===== src/hdl/assert_macros.svh =====
// Assertion macros shared by the decimator modules.
`ifndef ASSERT_MACROS_SVH
`define ASSERT_MACROS_SVH

// Check that a condition implies a consequence in the same cycle.
`define ASSERT_IMPL(lbl, cond, cons) \
   lbl: assert property (@(posedge clock) disable iff (reset) (cond) |-> (cons)) \
      else $error("implication check failed");

// Check that a condition implies a consequence in the next cycle.
`define ASSERT_NEXT(lbl, cond, cons) \
   lbl: assert property (@(posedge clock) disable iff (reset) (cond) |=> (cons)) \
      else $error("next-cycle check failed");

`endif


===== src/hdl/wbad_pkg.sv =====
// Shared constants, types and width functions of the waveform decimator.
package wbad_pkg;

   localparam int PIXELS_DEFAULT = 256;
   localparam int SAMPLE_BITS    = 24;
   localparam int FRAME_BITS     = 24;
   localparam int INDEX_BITS     = 8;
   localparam int MAG_BITS       = 24;

   typedef enum logic [1:0] {
      DIV_IDLE,
      DIV_RUN,
      DIV_HOLD
   } div_state_type;

   function automatic int spp_bits(int pixels);
      return FRAME_BITS - $clog2(pixels);
   endfunction

   function automatic int sum_bits(int pixels);
      return SAMPLE_BITS + spp_bits(pixels);
   endfunction

   function automatic int entry_bits(int pixels);
      return sum_bits(pixels) + spp_bits(pixels) + $clog2(pixels) + 1;
   endfunction

endpackage


===== src/hdl/wbad_front.sv =====
// Front end: frame register, sample accumulation and pixel group closing.
`include "assert_macros.svh"

module wbad_front #(
   parameter int PIXELS = wbad_pkg::PIXELS_DEFAULT
) (
   input  logic                                        clock,
   input  logic                                        reset,
   input  logic                                        csr_wr_en,
   input  logic [wbad_pkg::FRAME_BITS-1:0]             csr_wr_data,
   input  logic                                        req_valid,
   output logic                                        req_ready,
   input  logic signed [wbad_pkg::SAMPLE_BITS-1:0]     req_sample_value,
   input  logic                                        req_first_sample,
   output logic                                        push_valid,
   input  logic                                        push_ready,
   output logic [wbad_pkg::entry_bits(PIXELS)-1:0]     push_data
);
   import wbad_pkg::*;

   localparam int PIX_W = $clog2(PIXELS);
   localparam int SPP_W = spp_bits(PIXELS);
   localparam int SUM_W = sum_bits(PIXELS);

   logic [FRAME_BITS-1:0]   frame_ff, frame_in;
   logic signed [SUM_W-1:0] sum_ff, sum_in, base_sum, acc_sum;
   logic [SPP_W-1:0]        cnt_ff, cnt_in, base_cnt, cnt_inc, spp;
   logic [PIX_W:0]          pix_ff, pix_in, base_pix;
   logic                    run, close, accept;

   assign spp       = frame_ff[FRAME_BITS-1:PIX_W];
   assign req_ready = push_ready;
   assign accept    = req_valid && req_ready;

   assign base_sum = req_first_sample ? '0 : sum_ff;
   assign base_cnt = req_first_sample ? '0 : cnt_ff;
   assign base_pix = req_first_sample ? '0 : pix_ff;

   assign acc_sum = base_sum + SUM_W'(req_sample_value);
   assign cnt_inc = base_cnt + SPP_W'(1);
   assign run     = (spp != '0) && !base_pix[PIX_W];
   assign close   = run && (cnt_inc >= spp);

   assign push_valid = accept && close;
   assign push_data  = {acc_sum, spp, base_pix[PIX_W-1:0],
                        base_pix[PIX_W-1:0] == PIX_W'(PIXELS - 1)};

   always_comb begin
      frame_in = csr_wr_en ? csr_wr_data : frame_ff;
      sum_in   = sum_ff;
      cnt_in   = cnt_ff;
      pix_in   = pix_ff;
      if (accept) begin
         priority if (close) begin
            sum_in = '0;
            cnt_in = '0;
            pix_in = base_pix + (PIX_W + 1)'(1);
         end else if (run) begin
            sum_in = acc_sum;
            cnt_in = cnt_inc;
            pix_in = base_pix;
         end else begin
            sum_in = base_sum;
            cnt_in = base_cnt;
            pix_in = base_pix;
         end
      end
   end

   always_ff @(posedge clock) begin
      if (reset) begin
         frame_ff <= '0;
         sum_ff   <= '0;
         cnt_ff   <= '0;
         pix_ff   <= '0;
      end else begin
         frame_ff <= frame_in;
         sum_ff   <= sum_in;
         cnt_ff   <= cnt_in;
         pix_ff   <= pix_in;
      end
   end

   `ASSERT_NEXT(a_close_clears_group, push_valid && push_ready, cnt_ff == '0 && sum_ff == '0)
   `ASSERT_IMPL(a_pixel_bound, 1'b1, pix_ff <= (PIX_W + 1)'(PIXELS))

endmodule


===== src/hdl/wbad_queue.sv =====
// Two-entry queue between the accumulator and the divider.
`include "assert_macros.svh"

module wbad_queue #(
   parameter int WIDTH = wbad_pkg::entry_bits(wbad_pkg::PIXELS_DEFAULT)
) (
   input  logic             clock,
   input  logic             reset,
   input  logic             in_valid,
   output logic             in_ready,
   input  logic [WIDTH-1:0] in_data,
   output logic             out_valid,
   input  logic             out_ready,
   output logic [WIDTH-1:0] out_data
);
   import wbad_pkg::*;

   logic [WIDTH-1:0] mem_ff [2];
   logic [WIDTH-1:0] mem_in [2];
   logic             wr_ptr_ff, wr_ptr_in, rd_ptr_ff, rd_ptr_in;
   logic [1:0]       count_ff, count_in;
   logic             push, pop;

   assign in_ready  = count_ff != 2'd2;
   assign out_valid = count_ff != 2'd0;
   assign out_data  = mem_ff[rd_ptr_ff];
   assign push      = in_valid && in_ready;
   assign pop       = out_valid && out_ready;

   always_comb begin
      mem_in    = mem_ff;
      wr_ptr_in = wr_ptr_ff;
      rd_ptr_in = rd_ptr_ff;
      count_in  = count_ff;
      if (push) begin
         mem_in[wr_ptr_ff] = in_data;
         wr_ptr_in         = !wr_ptr_ff;
      end
      if (pop) begin
         rd_ptr_in = !rd_ptr_ff;
      end
      unique case ({push, pop})
         2'b10:   count_in = count_ff + 2'd1;
         2'b01:   count_in = count_ff - 2'd1;
         default: count_in = count_ff;
      endcase
   end

   always_ff @(posedge clock) begin
      mem_ff <= mem_in;
      if (reset) begin
         wr_ptr_ff <= 1'b0;
         rd_ptr_ff <= 1'b0;
         count_ff  <= '0;
      end else begin
         wr_ptr_ff <= wr_ptr_in;
         rd_ptr_ff <= rd_ptr_in;
         count_ff  <= count_in;
      end
   end

   `ASSERT_IMPL(a_queue_fill, 1'b1, count_ff <= 2'd2)
   `ASSERT_IMPL(a_queue_ptrs, count_ff == 2'd0 || count_ff == 2'd2, wr_ptr_ff == rd_ptr_ff)

endmodule


===== src/hdl/wbad_divider.sv =====
// Back end: serial restoring divider producing the pixel magnitude.
`include "assert_macros.svh"

module wbad_divider #(
   parameter int PIXELS = wbad_pkg::PIXELS_DEFAULT
) (
   input  logic                                    clock,
   input  logic                                    reset,
   input  logic                                    pop_valid,
   output logic                                    pop_ready,
   input  logic [wbad_pkg::entry_bits(PIXELS)-1:0] pop_data,
   output logic                                    rsp_valid,
   input  logic                                    rsp_ready,
   output logic [wbad_pkg::INDEX_BITS-1:0]         rsp_pixel_index,
   output logic [wbad_pkg::MAG_BITS-1:0]           rsp_magnitude,
   output logic                                    rsp_last_pixel
);
   import wbad_pkg::*;

   localparam int PIX_W   = $clog2(PIXELS);
   localparam int SPP_W   = spp_bits(PIXELS);
   localparam int SUM_W   = sum_bits(PIXELS);
   localparam int ENTRY_W = entry_bits(PIXELS);
   localparam int STEP_W  = $clog2(SUM_W);

   div_state_type     state_ff, state_in;
   logic [SUM_W-1:0]  n_ff, n_in, pop_abs;
   logic [SPP_W-1:0]  d_ff, d_in, rem_ff, rem_in, pop_spp;
   logic [STEP_W-1:0] step_ff, step_in;
   logic [PIX_W-1:0]  pix_ff, pix_in, pop_pix;
   logic              last_ff, last_in, pop_last;
   logic signed [SUM_W-1:0] pop_sum;
   logic [SPP_W:0]    rem_shift, diff;
   logic              ge, load, stepping, last_step;

   assign pop_sum  = pop_data[ENTRY_W-1 -: SUM_W];
   assign pop_spp  = pop_data[PIX_W + 1 +: SPP_W];
   assign pop_pix  = pop_data[1 +: PIX_W];
   assign pop_last = pop_data[0];
   assign pop_abs  = pop_sum[SUM_W-1] ? SUM_W'(-pop_sum) : SUM_W'(pop_sum);

   assign rem_shift = {rem_ff, n_ff[SUM_W-1]};
   assign diff      = rem_shift - {1'b0, d_ff};
   assign ge        = rem_shift >= {1'b0, d_ff};
   assign last_step = step_ff == STEP_W'(SUM_W - 1);
   assign load      = pop_valid && pop_ready;

   always_comb begin
      state_in = state_ff;
      unique case (state_ff)
         DIV_IDLE: state_in = pop_valid ? DIV_RUN : DIV_IDLE;
         DIV_RUN:  state_in = last_step ? DIV_HOLD : DIV_RUN;
         DIV_HOLD: begin
            if (rsp_ready) begin
               state_in = pop_valid ? DIV_RUN : DIV_IDLE;
            end
         end
         default:  state_in = DIV_IDLE;
      endcase
   end

   always_comb begin
      pop_ready = 1'b0;
      rsp_valid = 1'b0;
      stepping  = 1'b0;
      unique case (state_ff)
         DIV_IDLE: pop_ready = 1'b1;
         DIV_RUN:  stepping  = 1'b1;
         DIV_HOLD: begin
            rsp_valid = 1'b1;
            pop_ready = rsp_ready;
         end
         default:  pop_ready = 1'b0;
      endcase
   end

   always_comb begin
      priority if (load) begin
         n_in    = pop_abs;
         d_in    = pop_spp;
         rem_in  = '0;
         step_in = '0;
         pix_in  = pop_pix;
         last_in = pop_last;
      end else if (stepping) begin
         n_in    = {n_ff[SUM_W-2:0], ge};
         d_in    = d_ff;
         rem_in  = ge ? diff[SPP_W-1:0] : rem_shift[SPP_W-1:0];
         step_in = step_ff + STEP_W'(1);
         pix_in  = pix_ff;
         last_in = last_ff;
      end else begin
         n_in    = n_ff;
         d_in    = d_ff;
         rem_in  = rem_ff;
         step_in = step_ff;
         pix_in  = pix_ff;
         last_in = last_ff;
      end
   end

   always_ff @(posedge clock) begin
      n_ff    <= n_in;
      d_ff    <= d_in;
      rem_ff  <= rem_in;
      pix_ff  <= pix_in;
      last_ff <= last_in;
      if (reset) begin
         state_ff <= DIV_IDLE;
         step_ff  <= '0;
      end else begin
         state_ff <= state_in;
         step_ff  <= step_in;
      end
   end

   assign rsp_pixel_index = INDEX_BITS'(pix_ff);
   assign rsp_magnitude   = n_ff[MAG_BITS-1:0];
   assign rsp_last_pixel  = last_ff;

   `ASSERT_IMPL(a_divisor_nonzero, state_ff == DIV_RUN, d_ff != '0)
   `ASSERT_IMPL(a_rem_below_divisor, state_ff == DIV_RUN, rem_ff < d_ff)

endmodule


===== src/hdl/waveform_block_average_decimator.sv =====
// Flow: a closing sample is written into the queue, loaded into the divider when it is free,
// divided step by step and given as a pixel; other samples give no transfer.
// Throughput: one sample per cycle while the queue has room; one group in the divider at a time.
// A two-entry queue between accumulator and divider absorbs short bursts of closing groups.
// Reset: synchronous, clears frame count, accumulator, counters, queue and divider state.
module waveform_block_average_decimator #(
   parameter int PIXELS = wbad_pkg::PIXELS_DEFAULT
) (
   input  logic                                    clock,
   input  logic                                    reset,
   input  logic                                    csr_wr_en,
   input  logic [wbad_pkg::FRAME_BITS-1:0]         csr_wr_data,
   input  logic                                    req_valid,
   output logic                                    req_ready,
   input  logic signed [wbad_pkg::SAMPLE_BITS-1:0] req_sample_value,
   input  logic                                    req_first_sample,
   output logic                                    rsp_valid,
   input  logic                                    rsp_ready,
   output logic [wbad_pkg::INDEX_BITS-1:0]         rsp_pixel_index,
   output logic [wbad_pkg::MAG_BITS-1:0]           rsp_magnitude,
   output logic                                    rsp_last_pixel
);
   import wbad_pkg::*;

   localparam int ENTRY_W = entry_bits(PIXELS);

   logic               push_valid, push_ready, pop_valid, pop_ready;
   logic [ENTRY_W-1:0] push_data, pop_data;

   wbad_front #(.PIXELS(PIXELS)) u_front (
      .clock            (clock),
      .reset            (reset),
      .csr_wr_en        (csr_wr_en),
      .csr_wr_data      (csr_wr_data),
      .req_valid        (req_valid),
      .req_ready        (req_ready),
      .req_sample_value (req_sample_value),
      .req_first_sample (req_first_sample),
      .push_valid       (push_valid),
      .push_ready       (push_ready),
      .push_data        (push_data)
   );

   wbad_queue #(.WIDTH(ENTRY_W)) u_queue (
      .clock     (clock),
      .reset     (reset),
      .in_valid  (push_valid),
      .in_ready  (push_ready),
      .in_data   (push_data),
      .out_valid (pop_valid),
      .out_ready (pop_ready),
      .out_data  (pop_data)
   );

   wbad_divider #(.PIXELS(PIXELS)) u_divider (
      .clock           (clock),
      .reset           (reset),
      .pop_valid       (pop_valid),
      .pop_ready       (pop_ready),
      .pop_data        (pop_data),
      .rsp_valid       (rsp_valid),
      .rsp_ready       (rsp_ready),
      .rsp_pixel_index (rsp_pixel_index),
      .rsp_magnitude   (rsp_magnitude),
      .rsp_last_pixel  (rsp_last_pixel)
   );

endmodule

===== config.mk =====
export PLATFORM = sky130hd
export DESIGN_NAME = waveform_block_average_decimator
export DESIGN_NICKNAME = d
export VERILOG_FILES = /design/src/hdl/wbad_pkg.sv /design/src/hdl/wbad_front.sv /design/src/hdl/wbad_queue.sv /design/src/hdl/wbad_divider.sv /design/src/hdl/waveform_block_average_decimator.sv
export VERILOG_INCLUDE_DIRS = /design/src /design/src/hdl
export SDC_FILE = /design/constraint.sdc
export NUM_CORES = 1
export LEC_CHECK = 0
export CAP_MARGIN = 0
export CORE_MARGIN = 4
export CORE_UTILIZATION = 58
export CTS_CLUSTER_SIZE = 16
export DETAILED_ROUTE_END_ITERATION = 6
export DONT_BUFFER_PORTS = 1
export HOLD_SLACK_MARGIN = 0.02
export PLACE_DENSITY_LB_ADDON = 0.1
export SLEW_MARGIN = 20
export SYNTH_ARGS = -nofsm -noshare
export SYNTH_HDL_FRONTEND = slang
export SYNTH_SLANG_ARGS = --single-unit

===== constraint.sdc =====
create_clock -name clock -period 7.4 [get_ports clock]
set_clock_uncertainty 0.15 [all_clocks]
set_input_delay 1.11 -clock clock [delete_from_list [all_inputs] [get_ports clock]]
set_output_delay 1.11 -clock clock [all_outputs]
set_load 0.03 [all_outputs]

---- After elaboration in Yosys (flattened, before gate mapping) ----
Index checks and enable logic that the tools add are counted.
word-level totals
  bits in registers ....................... 312
  input bits .............................. 54
  output and inout port bits .............. 35
  logic and storage cells ................. 81
operators by class
  add/subtract/negate cells ............... 8
  $lt $le $gt $ge ......................... 5
  eq/ne operators ......................... 8
  multiplexer cells ....................... 26
  bitwise gates (word level) .............. 2
  reductions and logical operators ........ 16
operators by type and width
  operator                                             count
  two-way mux 65 bit                                   4
  two-way mux 40 bit                                   6
  bitwise mux 130 bit                                  1
  demux 65 bit (select 1 bit)                          1
  two-way mux 16 bit                                   4
  adder 40 x 24 -> 40 bit                              1
  negation 40 bit                                      1
  two-way mux 9 bit                                    2
  >= comparator 17 x 16 -> 1 bit                       1
  adder 16 x 1 -> 16 bit, second input constant        1
  >= comparator 16 bit                                 1
  nonzero test 16 bit                                  1
  subtractor 16 bit                                    1
  adder 9 x 1 -> 9 bit, second input constant          1
  equality test 8 bit, second input constant           1
  logical AND 1 bit                                    7
  adder 6 x 1 -> 6 bit, second input constant          1
  equality test 6 bit, second input constant           1
  case mux 2 bit (3 select lines)                      1
  nonzero test 2 bit                                   3
  equality test 2 x 1 -> 1 bit, second input constant  2
  equality test 2 bit, second input constant           2
  >= comparator 2 bit, second input constant           2
  two-way mux 2 bit                                    2
  other kinds (11)                                     17

---- Depth between registers and ports, before layout ----
Gate-level depths: netlist (run 1).
  depth in word-level cells ............... 8
  gate-level depth with buffers ........... 23

---- By module ----
Synthesis (run 1) repeated with hierarchy kept, for this count alone.
second synthesis, totals
  cell total of the unflattened synthesis .. 1578
  area total of the unflattened synthesis .. 16628.4 um2
by module, submodules not included
  module        instances  cells each  area an instance (um2)  sequential area each (um2)
  wbad_front    1          802         6402.4                  1621.6
  wbad_divider  1          552         5346.4                  2432.3
  wbad_queue    1          224         4879.7                  3983.8

---- Least setup slack after synthesis (run 1) ----
No wires, ideal clock.
  kind .................................... input to register
  from .................................... input req_first_sample
  to ...................................... register u_queue.mem_ff[100] (netlist bit), enable pin
  library setup time ...................... 489 ps
  data arrival time ....................... 6872 ps
  required time ........................... 6761 ps
  setup slack ............................. -110 ps
  stages on the path ...................... 19
  path buffers ............................ 4
  cells stage by stage .................... clkbuf_1 > clkbuf_1 > clkbuf_1 > nor2b_1 > ha_1 > and4_1 > nand2b_1 > nor3_1 > nand4_1 > xor2_1 > nor2_1 > ha_1 > nand2_1 > nor3_1 > a21o_1 > and3_1 > buf_2 > clkinv_1 > nor2_1
on the way
  word-level cells in the longest chain between the ends .. 6
  elaborated cells between the ends (all ways) .. 9
ends and longest elaborated chain
  item                                                         line                                    RTL
  start: declaration                                           waveform_block_average_decimator.sv:16  input logic req_first_sample,
  two-way mux 16 bit or two-way mux 9 bit (tied branches)      wbad_front.sv:36, wbad_front.sv:37
  adder 16 x 1 -> 16 bit or logical NOT 1 bit (tied branches)  wbad_front.sv:40, wbad_front.sv:41
  >= comparator 16 bit or logical AND 1 bit (tied branches)    wbad_front.sv:42, wbad_front.sv:41
  logical AND 1 bit *                                          wbad_front.sv:42                        assign close = run && (cnt_inc >= spp);
  logical AND 1 bit *                                          wbad_front.sv:44                        assign push_valid = accept && close;
  logical AND 1 bit *                                          wbad_queue.sv:27                        assign push = in_valid && in_ready;
  end signal: assignment                                       wbad_queue.sv:50                        mem_ff <= mem_in;
  end: declaration                                             wbad_queue.sv:18                        logic [WIDTH-1:0] mem_ff [2];
Every way passes the cells marked *; elsewhere a longest branch is shown, timed or not.
A chain may end at the register's enable or synchronous reset.

---- Worst setup path in the final report (run 1) ----
  from .................................... input req_first_sample
  to ...................................... register u_queue.mem_ff[85] (netlist bit), enable pin
The elaborated chain is that of the path after synthesis.

==> results of run 1 <==
==> worst min-delay path, stage by stage (launching register included) <==
cell and delay [ns]:
dfxtp_1 0.31, nand2_1 0.05, a21oi_1 0.05
==> final cells by class <==
class                           count  area [µm²]
Inverter                           52         195
Multi-Input combinational cell   1145        7800
Antenna cell                        1        2.50
Timing Repair Buffer               14         105
Fill cell                        2332       10300
Tap cell                          378         473
Sequential cell                   304        8040
Clock buffer                       42         881
Clock inverter                     19         179
==> cell families (layout without fill, tap and decap cells) <==
kind of cell	after synthesis	after routing	synth area share
and+or+nand+nor	491	491	0.149
AOI/OAI and AO/OA	374	374	0.145
DFF	304	304	0.488
buffers and inverters	143	127	0.0406
xor gates and xnor gates	106	106	0.0563
muxes	96	96	0.0610
adders and majority gates	78	78	0.0601
other	0	1	0
==> cell usage after synthesis, drive strengths merged, types with 10 or more instances <==
library cell  number
a31oi             10
buf               41
clkbuf            50
a21oi             96
nor2             121
and3              15
nand4             17
nand3             21
nand2            136
a22oi             24
a211oi            12
o21ai            116
mux2              32
nor3              34
nor2b             59
nor4              14
xnor2             56
dfxtp            109
mux2i             64
inv               51
edfxtp           195
ha                76
nand2b            23
or3               12
a22o              23
a21o              23
and2              11
xor2              50
==> power groups by stage <==
stage	Combinational, mW	Sequential [mW]	Clock [mW]
2_1_floorplan	1.68	2.39	0
3_3_place_gp	1.72	2.61	0
3_5_place_dp	1.75	2.62	0
4_1_cts	1.76	2.59	1.64
5_1_grt	1.98	2.62	1.72
6_report	1.75	2.58	1.60
==> registers in the layout (all words and copies together), names as in the netlist, 2 cells and up <==
register	flops
u_front.sum_ff	40
u_front.frame_ff	16
u_divider.rsp_pixel_index	8
u_queue.count_ff	2
u_divider.state_ff	2
u_queue.mem_ff	130
u_divider.rem_ff	16
u_divider.step_ff	6
u_front.cnt_ff	16
u_front.pix_ff	9
u_divider.n_ff	40
u_divider.d_ff	16
==> final timing paths <==
check | to | slack, ns | cells past startpoint
setup / recovery | u_queue.mem_ff[85]$_DFFE_PP_ | 2.16 | 13
hold / removal | u_front.sum_ff[27]$_SDFFE_PP0P_ | 0.30 | 2
setup reg to reg | u_queue.mem_ff[85]$_DFFE_PP_ | 2.29 | 13
hold reg to reg | u_front.sum_ff[27]$_SDFFE_PP0P_ | 0.30 | 2
==> metrics by stage <==
stage	instance area (µm²)	hold WS (ns)	utilization
2_1_floorplan	16500	0.282	-
3_3_place_gp	16600	0.285	0.595
3_5_place_dp	16600	0.294	0.595
4_1_cts	17700	0.302	0.633
5_1_grt	17700	0.327	0.633
6_report	17700	0.299	0.633
==> per-layer routing <==
layer	vias to the layer above	share of wire
li1	5720	-
met1	5522	0.48
met2	277	0.44
met3	36	0.063
met4	0	0.015
met5	-	0
==> summary.txt, run 1 <==
Power and ir drop
  • Power per cell area: 335 mW/mm²
  • Pint: 3.86 mW
  • NetSw: 2.07 mW
  • Combinational share of power: 0.295
  • Sw frac: 0.349
  • Worst VDD drop: 211 µV
  • Total power: 5.93 mW
  • Sequential share of power: 0.436
  • Clock share of power: 0.269
  • LEAKAGE: 6.61 nW

STA
  • RSZ-0062 raised after global routing: no
  • Tightest Pin Transition: 0.855 ns
  • Final Critical Period: 5.24 ns
  • Final TNS setup: 0 ns
  • Setup violation total in the final timing report: 0
  • Final hold vios: 0
  • Tcrit/Tclk final: 0.708
  • Slew Limit Headroom: 0.430
  • Max frequency: 191 MHz
  • Max-slew violations: 0
  • Post-route setup slack: 2.16 ns

Clocking
  • TritonCTS clock tree: yes
  • Clk Latency, worst-skew pair: 0.52 ns
  • Root buf cell: clkbuf_16
  • Postcts setup bufs: 0
  • # resized after CTS: 0
  • CTS Sinks: 304
  • CTS Hold Buffers Added: 0
  • CTS buffer count: 34
  • CTS clk-pin slew, worst paths: 0.06 ns
  • H-tree Lvls: 2
  • Max Root-Sink Buffers: 3

Global routing
  • Vias in the first global route: 10900
  • Largest net degree at the start of global routing: 79
  • Met1 track demand over resource: 0.334
  • First-pass GRT wire length: 57.2 mm
  • Met2 usage: 0.354
  • Met3 usage: 0.0409
  • Initial antenna violation count: 0
  • Total track usage: 0.226
  • Congestion Overflow GR: 0
  • GR peak layer: met2

Routing
  • First-pass detailed-route iteration total: 5
  • # DRC: 0
  • Drt via density: 5.91
  • Routed Antenna Nets: 0
  • Routed length per placed instance: 18.0 µm
  • Final WL: 35.1 mm
  • Routed vias: 11600
  • DR iter-0 viols: 803

Place
  • Dpl cells: 1893
  • Placer Congestion: 0.902
  • Pre-CTS setup slack: 1.67 ns
  • Placed wire-length estimate: 24.9 mm
  • Port buffer count: 0

Setup path
  • CP startpoint: req_first_sample
  • Bufs and invs on worst path: 2
  • Max FO, Critical Path: 74
  • WP data required: 7.38 ns
  • CP endpoint kind: flip-flop
  • RR Startpoint: u_front.cnt_ff[3]$_SDFFE_PP0P_
  • Critical Path Slowest Stage Cell: buf_4
  • Crit-path cells: nand3b_1 -> nor4_1 -> nand2_1 -> or3_1 -> a21oi_1 -> ha_1 -> nand2_1 -> nor3_1 -> a21o_1 -> and3_1 -> clkinv_1 -> nor2_4 -> buf_4
  • Critical path type: input port to flip-flop
  • Crit path top cell by count: nand2_1
  • CP Data Arrival Time: 5.22 ns
  • Family with the most delay on the worst path: simple AND/OR/NAND/NOR gates
  • CP max stage delay: 0.69 ns
  • Kind of start point of the critical path: input port

Floorplan
  • Die area: 0.0312 mm²
  • Starting density of the core: 0.590
  • Core area: 0.0279 mm²
  • Site Rows: 61
  • Die height: 177 µm
  • # IOs: 89
  • DIE WIDTH: 177 µm

Yosys
  • Sequential element share of the synthesized area: 0.488
  • Yosys warnings: 0
  • Register bit total from synthesis: 304
  • Post-Syn Area per Cell: 10.4 µm²
  • Syn nets: 1724
  • Post-Syn Instances: 1592
  • Top-area cell type share of the netlist area: 0.355
  • EDFF count, synth: 195
  • Yosys cell types: 79
  • Area leader, netlist: edfxtp_1
  • Async set or reset register ratio after synthesis: 0
  • Ranking of synthesized cells by area: edfxtp_1 (36%), dfxtp_1 (13%), ha_1 (5.8%)
  • Ys flop type: edfxtp_1
  • Post-synthesis cell area: 0.0165 mm²

Finish
  • Final nets: 1683
  • Most frequent cells in the layout: edfxtp_1 (195), nand2_1 (136), nor2_1 (119)
  • Layout cells sized above 1: 0.0812
  • Final Non-Filler Cells: 1955
  • Layout area overhead: 7.23%
  • Commonest non-fill, non-tap cell in the layout: edfxtp_1

Flow run
  • # Max-Cap Violations: 0

Min path
  • Hold Crit Class: flip-flop to flip-flop
  • Min-delay src: u_front.sum_ff[27]$_SDFFE_PP0P_

Run status
  • Status: completed
(Power assumes the default switching activity.)
==> run 2: changes to the inputs <==
--- a/config.mk
+++ b/config.mk
@@ -8,7 +8,7 @@
 export LEC_CHECK = 0
 export CAP_MARGIN = 0
 export CORE_MARGIN = 4
-export CORE_UTILIZATION = 58
+export CORE_UTILIZATION = 60
 export CTS_CLUSTER_SIZE = 16
 export DETAILED_ROUTE_END_ITERATION = 6
 export DONT_BUFFER_PORTS = 1
==> constraint.sdc (replaced) <==
create_clock -name clock -period 4.85 [get_ports clock]
set_clock_uncertainty 0.15 [all_clocks]
set_input_delay 0.7275 -clock clock [delete_from_list [all_inputs] [get_ports clock]]
set_output_delay 0.7275 -clock clock [all_outputs]
set_load 0.03 [all_outputs]
==> summary.txt, run 2 (synthesis gave the netlist of run 1 again) <==
Run status
  • Status: completed

Finish
  • Final nets: 1691 (+0.48%)
  • Largest registers: u_queue.mem_ff (130), u_divider.n_ff (40), u_front.sum_ff (40)
  • Commonest non-fill, non-tap cell in the layout: edfxtp_1
  • Layout area overhead: 8.05%
  • Design area: 0.0178 mm² (+0.76%)
  • Largest register FFs: 130 (unchanged)
  • Top reg by flops: u_queue.mem_ff
  • Final Non-Filler Cells: 1927 (-1.4%)
  • Fillers: 2158 (-7.5%)
  • Layout cells sized above 1: 0.0877 (+0.00648)
  • Most frequent cells in the layout: edfxtp_1 (195), nand2_1 (136), nor2_1 (119)

Setup path
  • RR Startpoint: u_front.cnt_ff[0]$_SDFFE_PP0P_
  • Crit-path cells: nor2b_4 -> ha_2 -> and4_1 -> nand2b_1 -> nor3_2 -> nand2_1 -> xnor2_1 -> ha_1 -> a211oi_1 -> o21ai_0 -> a21oi_1 -> o21ai_0 -> a21o_1 -> and3_1 -> clkinv_8 -> ha_1 -> or3_1 -> a21oi_1
  • Max FO, Critical Path: 9 (-88%)
  • Bufs and invs on worst path: 1 (-1)
  • CP max stage delay: 0.43 ns (-0.26 ns)
  • R2R cell count: 18 (+5)
  • Reg2Reg Setup Slack: 0.78 ns (-1.51 ns)
  • Kind of start point of the critical path: flip-flop
  • Worst r2r dst: u_queue.count_ff[1]$_SDFFE_PP0P_
  • CP endpoint kind: flip-flop
  • CP Data Arrival Time: 4.37 ns (-0.85 ns)
  • WP data required: 5.15 ns (-2.23 ns)
  • Family with the most delay on the worst path: simple AND/OR/NAND/NOR gates
  • Critical path type: flip-flop to flip-flop
  • Critical Path Slowest Stage Cell: dfxtp_1

STA
  • Slew Limit Headroom: 0.488 (+0.0576)
  • Final Critical Period: 4.07 ns
  • RSZ-0062 raised after global routing: no
  • Tightest Pin Transition: 0.767 ns (-0.0872 ns)
  • Setup violation total in the final timing report: 0 (unchanged)
  • Max-slew violations: 0 (unchanged)
  • Tcrit/Tclk final: 0.839
  • Final hold vios: 0 (unchanged)
  • Max frequency: 246 MHz

Place
  • Instance area at placement: 0.0167 mm² (+0.63%)
  • Placer Congestion: 0.880 (-2.4%)
  • Port buffer count: 0 (unchanged)
  • Placed wire-length estimate: 25.5 mm (+2.7%)
  • Dpl cells: 1864 (-1.5%)

Global routing
  • First-pass GRT wire length: 57.8 mm (+1.2%)
  • Total track usage: 0.233 (+0.00675)
  • GR peak layer: met2
  • Largest net degree at the start of global routing: 78 (-1.3%)
  • Vias in the first global route: 11100 (+2.0%)
  • Met3 usage: 0.0541 (+0.0132)
  • Met1 track demand over resource: 0.337 (+0.00316)
  • Initial antenna violation count: 1 (+1)
  • Met2 usage: 0.358 (+0.00446)
  • Congestion Overflow GR: 0 (unchanged)

Floorplan
  • DIE WIDTH: 174 µm (-1.6%)
  • # IOs: 89 (unchanged)
  • Starting density of the core: 0.610 (+0.0198)
  • Site Rows: 60 (-1.6%)
  • Die area: 0.0302 mm² (-3.2%)
  • Die height: 174 µm (-1.6%)
  • Core area: 0.0270 mm² (-3.3%)

Min path
  • Hold path endpoint: u_front.sum_ff[27]$_SDFFE_PP0P_
  • Hold Crit Class: input port to flip-flop
  • Hold Path Stages: 1 (-1)
  • Min-delay src: reset

Routing
  • # DRC: 0 (unchanged)
  • First-pass detailed-route iteration total: 5 (unchanged)
  • Final WL: 35.4 mm (+0.90%)
  • DR iter-0 viols: 870 (+8.3%)
  • Routed Antenna Nets: 0 (unchanged)
  • Routed vias: 11600 (+0.41%)
  • Drt via density: 6.02 (+1.9%)
  • Routed length per placed instance: 18.4 µm (+2.4%)

Flow run
  • # Max-Cap Violations: 0 (unchanged)

Power and ir drop
  • LEAKAGE: 6.68 nW (+1.1%)
  • Power per cell area: 513 mW/mm² (+53%)
  • Worst VDD drop: 308 µV (+46%)

Clocking
  • CTS buffer count: 34 (unchanged)
  • H-tree Lvls: 2 (unchanged)
  • Root buf cell: clkbuf_16
  • Postcts setup bufs: 0 (unchanged)
  • # resized after CTS: 0 (unchanged)
  • CTS clk-pin slew, worst paths: 0.06 ns (about the same)
  • Max Root-Sink Buffers: 3 (unchanged)
  • CTS Sinks: 304 (unchanged)
  • CTS Hold Buffers Added: 0 (unchanged)
  • Clk Latency, worst-skew pair: 0.52 ns (about the same)
  • TritonCTS clock tree: yes
-- run 2: report_power, final --
group          switching, mW  leakage [nW]  internal (mW)
sequential             0.540          2.68           3.42
combinational           1.62          3.48           1.09
clock                  0.998         0.526           1.46
-- run 2: area by class of cell --
cell class	count	area, µm²	area share
inverters	52	208	0.0117
multi-input cells	1145	7810	0.439
flip-flops and latches	304	8040	0.451
diodes	1	2.50	0.000140
clock inverters	14	116	0.00653
clock buffers	48	975	0.0547
well taps	341	427	0.0240
repair buffers	22	228	0.0128
-- run 2: worst max-delay path by stage --
stage                                                  end  depth (start not counted)                      startpoint
after floorplan              u_queue.mem_ff[100]$_DFFE_PP_                         19                req_first_sample
after global placement    u_queue.count_ff[1]$_SDFFE_PP0P_                         18                req_first_sample
after detailed placement  u_queue.count_ff[1]$_SDFFE_PP0P_                         18                req_first_sample
after CTS                 u_queue.count_ff[1]$_SDFFE_PP0P_                         18  u_front.cnt_ff[0]$_SDFFE_PP0P_
after global routing      u_queue.count_ff[1]$_SDFFE_PP0P_                         18  u_front.cnt_ff[0]$_SDFFE_PP0P_
final                     u_queue.count_ff[1]$_SDFFE_PP0P_                         18  u_front.cnt_ff[0]$_SDFFE_PP0P_
-- run 2: layer usage --
layer  wire (µm)  share of wire  up-vias
met4         687          0.019        0
li1            -              -     5733
met3        2360          0.067       50
met2       15600           0.44      269
met1       16800           0.47     5550
met5           0              0        -
-- run 2: through the flow --
step                      total power, mW  setup TNS, ns  worst slack, ns  hold WS, ns   util
after CTS                            9.19              0            0.785        0.109  0.659
final                                9.13              0            0.780        0.123  0.659
after detailed placement             6.70              0            0.568        0.290  0.619
after global placement               6.62              0            0.651        0.283  0.619
after global routing                 9.70              0            0.473        0.108  0.659
after floorplan                      6.22          -2.39          -0.0368        0.282      -
